[src/rtl/lvt_pkg.sv]
`default_nettype none

package lvt_pkg;

  // Field widths of one item.
  localparam int unsigned CmdW   = 1;
  localparam int unsigned TblW   = 3;
  localparam int unsigned LineW  = 12;
  localparam int unsigned TagW   = 16;
  localparam int unsigned StartW = 12;
  localparam int unsigned EndW   = 13;
  localparam int unsigned KeyW   = 32;

  // Input tdata: table_select, line_index, tag, range_start, range_end, padded to 7 bytes.
  localparam int unsigned InDataW  = 56;
  // Output tdata: victim_line, padded to 2 bytes.
  localparam int unsigned OutDataW = 16;

  // Command codes carried in tuser.
  localparam logic [CmdW-1:0] CMD_ACCESS = 1'b0;
  localparam logic [CmdW-1:0] CMD_VICTIM = 1'b1;

  // Victim key selection.
  localparam logic KEY_LRU = 1'b0;
  localparam logic KEY_LFU = 1'b1;

  // Control of the shared minimum compare unit.
  typedef struct packed {
    logic             clear;
    logic             en;
    logic [LineW-1:0] line;
  } min_ctl_t;

endpackage

`default_nettype wire

[src/rtl/lvt_min_unit.sv]
`default_nettype none

module lvt_min_unit (
  input  wire logic                          clk_i,
  input  wire logic                          rst_ni,
  input  wire lvt_pkg::min_ctl_t             ctl_i,
  input  wire logic [lvt_pkg::KeyW-1:0]      key_i,
  output logic      [lvt_pkg::LineW-1:0]     best_line_o,
  output logic                               found_o
);
  import lvt_pkg::*;

  logic [KeyW-1:0]  best_key_q, best_key_d;
  logic [LineW-1:0] best_line_q, best_line_d;
  logic             found_q, found_d;

  // A key equal to the best so far replaces it, so the later line wins a tie.
  always_comb begin
    best_key_d  = best_key_q;
    best_line_d = best_line_q;
    found_d     = found_q;
    if (ctl_i.clear) begin
      best_line_d = '0;
      found_d     = 1'b0;
    end else if (ctl_i.en && (!found_q || key_i <= best_key_q)) begin
      best_key_d  = key_i;
      best_line_d = ctl_i.line;
      found_d     = 1'b1;
    end
  end

  always_ff @(posedge clk_i or negedge rst_ni) begin
    if (!rst_ni) begin
      found_q     <= 1'b0;
      best_line_q <= '0;
    end else begin
      found_q     <= found_d;
      best_line_q <= best_line_d;
    end
  end

  always_ff @(posedge clk_i) begin
    best_key_q <= best_key_d;
  end

  assign best_line_o = best_line_q;
  assign found_o     = found_q;

endmodule

`default_nettype wire

[config.mk]
export PLATFORM = sky130hd
export DESIGN_NAME = lvt_min_unit
export DESIGN_NICKNAME = d
export VERILOG_FILES = /design/src/rtl/lvt_pkg.sv /design/src/rtl/lvt_min_unit.sv
export SDC_FILE = /design/constraint.sdc
export NUM_CORES = 1
export LEC_CHECK = 0
export ABC_AREA = 1
export BUFFER_PORTS_ARGS = -buffer_cell sky130_fd_sc_hd__buf_2
export CAP_MARGIN = 15
export CORE_MARGIN = 2
export CORE_UTILIZATION = 48
export DETAILED_ROUTE_END_ITERATION = 6
export GPL_TIMING_DRIVEN = 0
export PLACE_DENSITY = 0.81
export SYNTH_ARGS = -nofsm -noshare
export SYNTH_HDL_FRONTEND = slang
export SYNTH_SLANG_ARGS = --single-unit
[constraint.sdc]
create_clock -name clk_i -period 3.1 [get_ports clk_i]
set_input_delay 0.62 -clock clk_i [delete_from_list [all_inputs] [get_ports clk_i]]
set_output_delay 0.62 -clock clk_i [all_outputs]
set_load 0.01 [all_outputs]
Word-level counts from Yosys, hierarchy flattened
Cells that the tools add are included.
- output and inout bits: 13
- bits in registers: 45
- bits in read-only memories: 0
- logic and storage cells: 14
- RAM bits: 0
- bits in latches: 0
- memories kept: 0
- multiplexer cells: 4
- $lt $le $gt $ge: 1
- multiply operators: 0
- bitwise operators: 1
- add/sub/neg operators: 0
- shift operators: 0
- divide/modulo/power cells: 0
- eq/ne operators: 0
- reductions and logical operators: 5
- operators by type and width (kind ; number):
    $le 32x32->1 ; 1
    $mux 12 ; 2
    $mux 1 ; 2
    $reduce_and 2->1 ; 1
    $reduce_bool 2->1 ; 1
    $logic_and 1x1->1 ; 1
    $logic_not 1->1 ; 1
    $logic_or 1x1->1 ; 1
    $not 1->1 ; 1

Logic depth before layout (Yosys ltp)
- depth in word-level cells: 5
- gate-level depth with buffers: 18
- mapped depth without buffers: 17

Least setup slack after synthesis
No wires, ideal clock.
- kind: input port to flip-flop
- start: input port key_i[31] (netlist bit)
- end: register best_key_q[0] (enable)
- buffers on the path: 1
- arrival time: 3.097 ns
- cell stages on the path: 10
- slack: -0.418 ns
- required time: 2.679 ns
- path through: ha_1 -> nand2_2 -> nor2_4 -> nand2_2 -> nor3b_2 -> a21oi_1 -> nand2_2 -> nand2_4 -> buf_12 -> nor2_1
- word-level cells in the longest chain between the ends: 4
- RTL lines (item ; line ; text):
    start: declaration ; lvt_min_unit.sv:7 ; input wire logic [lvt_pkg::KeyW-1:0] key_i,
    $le 32x32->1 ; lvt_min_unit.sv:25 ; end else if (ctl_i.en && (!found_q || key_i <= best_key_q)) begin
    $logic_or 1x1->1 ; lvt_min_unit.sv:25 ;
    $logic_and 1x1->1 ; lvt_min_unit.sv:25 ;
    $reduce_and 2->1 (no line) ; -- ;
    end signal: assignment ; lvt_min_unit.sv:43 ; best_key_q <= best_key_d;
    end: declaration ; lvt_min_unit.sv:13 ; logic [KeyW-1:0] best_key_q, best_key_d;
Every way passes these cells.
A chain may end at the register's enable or synchronous reset.

Worst setup path in the final report
- start: input port key_i[5] (netlist bit)
- end: register best_key_q[6] (enable)
The elaborated chain is that of the path after synthesis.

==> summary.md <==
| Metric | Value |
|---|---|
| Outcome | `finished, final reports clean` |
| Leakage | `1.51 nW` |
| IO Pins | `61` |
| Later-pin clock latency in the skew report | `290 ps` |
| Synth top cells by count | `nand2_1 (45), inv_1 (41), edfxtp_1 (32), ha_1 (32), a21oi_1 (15)` |
| Area Growth Syn to Fin | `19.5%` |
| 1st-iter DRT viols | `58` |
| GRT overflow | `0` |
| CP Launch Type | `input pin` |
| Most used cell, CP | `nand2_1` |
| Wire per inst | `11.5 um` |
| Detailed-route via count | `1773` |
| Cells after Synth | `232` |
| Setup bufs post-CTS | `0` |
| Crit path max fanout | `32` |
| Register-to-register path setup slack | `400 ps` |
| CTS tree | `yes` |
| Crit path launch | `key_i[5]` |
| Hpwl dp | `3310 um` |
| Peak VDD IR | `0.000292 V` |
| Share of the synthesized area in the top cell type | `0.390` |
| DRT antenna net count | `0` |
| Post-synthesis sequential area ratio | `0.522` |
| Largest net degree at the start of global routing | `33` |
| Final net count | `379` |
| Layout cells sized above 1 | `0.287` |
| DP Worst Slack | `-53.4 ps` |
| Critical setup path kind | `in2reg` |
| RSZ-0062 raised after global routing | `false` |
| Final WS setup | `331 ps` |
| Final Util | `0.583` |
| Final RePlAce weighted congestion | `0.739` |
| Largest area contributor in the netlist | `edfxtp_1` |
| Clock Path Buffers | `2` |
| Syn avg cell area | `10.6 um2` |
| Post-synth EDFFs | `32` |
| Ys async rst share | `0.289` |
| Syn Nets | `312` |
| Worst-Margin Slew | `923 ps` |
| PortBufs | `60` |
| Slew margin rel. | `0.383` |
| Synth Register Bits | `45` |
| Placeable Area | `5040 um2` |
| Slowest cell on crit path | `nor2_4` |
| Crit path cell chain | `buf_2, ha_1, a21oi_1, nor2_1, nor2_1, nand2_1, nand2_1, nand2_1, nand2_1, nand2_1, nand2_2, nand2_4, buf_12, nor2_4` |
| Cell Area, Synth | `2460 um2` |
| Required @ worst endpoint | `3020 ps` |
| Root buffer cell | `clkbuf_8` |
| Pwr dens | `423 nW/um2` |
| Top FF cell, synth | `edfxtp_1` |
| CTS resizes | `0` |
| Site row count | `26` |
| Post-Route WL | `4250 um` |
| DRC | `0` |
| Hold WC Path Type | `in2async` |
| Reg clk slew, reported paths | `80 ps` |
| Yosys warnings | `0` |
| Top post-synthesis cells by area | `edfxtp_1 (39%), ha_1 (16%), dfrtp_1 (13%)` |
| Total CTS buffers | `5` |
| Initial antenna violation count | `0` |
| Die width | `75.6 um` |
| Fin. max-slew vios | `0` |
| Max cap viols | `0` |
| Total track usage | `0.168` |
| Initial core utilization | `0.488` |
| CP endpoint kind | `flop` |
| Antenna fix cells | `0` |
| Clock Skews | `3.77 ps` |
| Distinct cells, synth | `23` |
| Fin. Hold Viols | `0` |
| Fmax | `0.361 GHz` |
| Vias per inst | `4.79` |
| Top-count cell post-synth | `nand2_1` |
| Die H | `75.6 um` |
| Worst r2r src | `best_key_q[5]` |
| DRT Pass-1 Iters | `4` |
| Critical Path AT | `2690 ps` |
| Setup-failing EPs final | `0` |
| CTS Hold Bufs | `0` |
| Tcrit/Tclk final | `0.893` |
| First-pass GRT wire length | `7060 um` |
| Die ar. | `5720 um2` |
| Vias in the first global route | `1696` |
| CTS sink cnt | `45` |
| Max stage delay on crit path | `700 ps` |
| H-tree depth | `2` |
| Tmin final | `2770 ps` |
flip-flops by register name, summed over array words and instances (netlist names):
register,cells
best_line_o,12
found_o,1
best_key_q,32
per-layer routing:
layer,track usage,wire length (um),up-vias,share of wire
met5,0,0,-,0
met2,0.294,2050,43,0.48
met4,0.0624,55,0,0.013
met1,0.192,1900,806,0.45
met3,0.0516,239,6,0.056
li1,-,-,918,-
area by class of cell:
| cell class | instances | area, um2 |
|---|---|---|
| Buffer | 5 | 48.8 |
| Clock buffer | 7 | 76.3 |
| Clock inverter | 1 | 7.51 |
| Fill cell | 446 | 2100 |
| Inverter | 41 | 154 |
| Multi-Input combinational cell | 141 | 981 |
| Sequential cell | 45 | 1290 |
| Tap cell | 70 | 87.6 |
| Timing Repair Buffer | 60 | 300 |
critical path: cells and delay by family:
kind	cells	cell delay, ps
simple gates	10	1340
fa+ha+maj	1	300
buf+inv	2	270
compound gates	1	160
cell families (layout without fill, tap and decap cells):
| logic type | count (synthesis) | count (layout) | synth area share |
|---|---|---|---|
| flops | 45 | 45 | 0.522 |
| fa+ha+maj | 32 | 32 | 0.163 |
| compound gates | 21 | 21 | 0.0473 |
| buf+inv | 46 | 114 | 0.0823 |
| simple gates | 88 | 88 | 0.185 |
worst paths after layout:
check / endpoint / cells past startpoint
setup / recovery: best_key_q[6] / 14
setup reg to reg: best_key_q[6] / 14
max in group asynchronous: best_line_o[4] / 1
hold / removal: best_line_o[2] / 1
min in group clk_i: best_line_o[11] / 2
hold reg to reg: best_line_o[11] / 2
cells in the final DEF (no fill, tap or decap), types with 2 or more instances in the layout:
cell	n
a21oi_1	15
buf_2	60
clkbuf_1	4
clkbuf_8	6
dfrtp_1	13
edfxtp_1	32
ha_1	32
inv_1	41
nand2_1	45
nand2_2	3
nand3_1	6
nand3_2	8
nand4_1	14
nor2_1	7
nor2_4	2
o21a_1	2
o21ai_0	2
through the flow:
| step | hold slack, ps | area, um2 | std cells | power, mW | setup TNS [ps] |
|---|---|---|---|---|---|
| finish | 200 | 2940 | 370 | 1.24 | 0 |
| global route | 205 | 2940 | 370 | 1.32 | 0 |
| global placement | 487 | 2850 | 362 | 0.897 | -16330 |
| CTS | 201 | 2940 | 370 | 1.26 | 0 |
| floorplan | 324 | 2460 | 232 | 0.825 | 0 |
| detailed placement | 488 | 2860 | 362 | 0.907 | -1670 |
report_power, final:
group	total (mW)	switching, mW	internal (mW)
clock	0.353	0.193	0.160
combinational	0.198	0.114	0.0848
sequential	0.692	0.0114	0.681
total	1.24	0.318	0.925
Note: power is estimated with default switching activity, not from simulation.
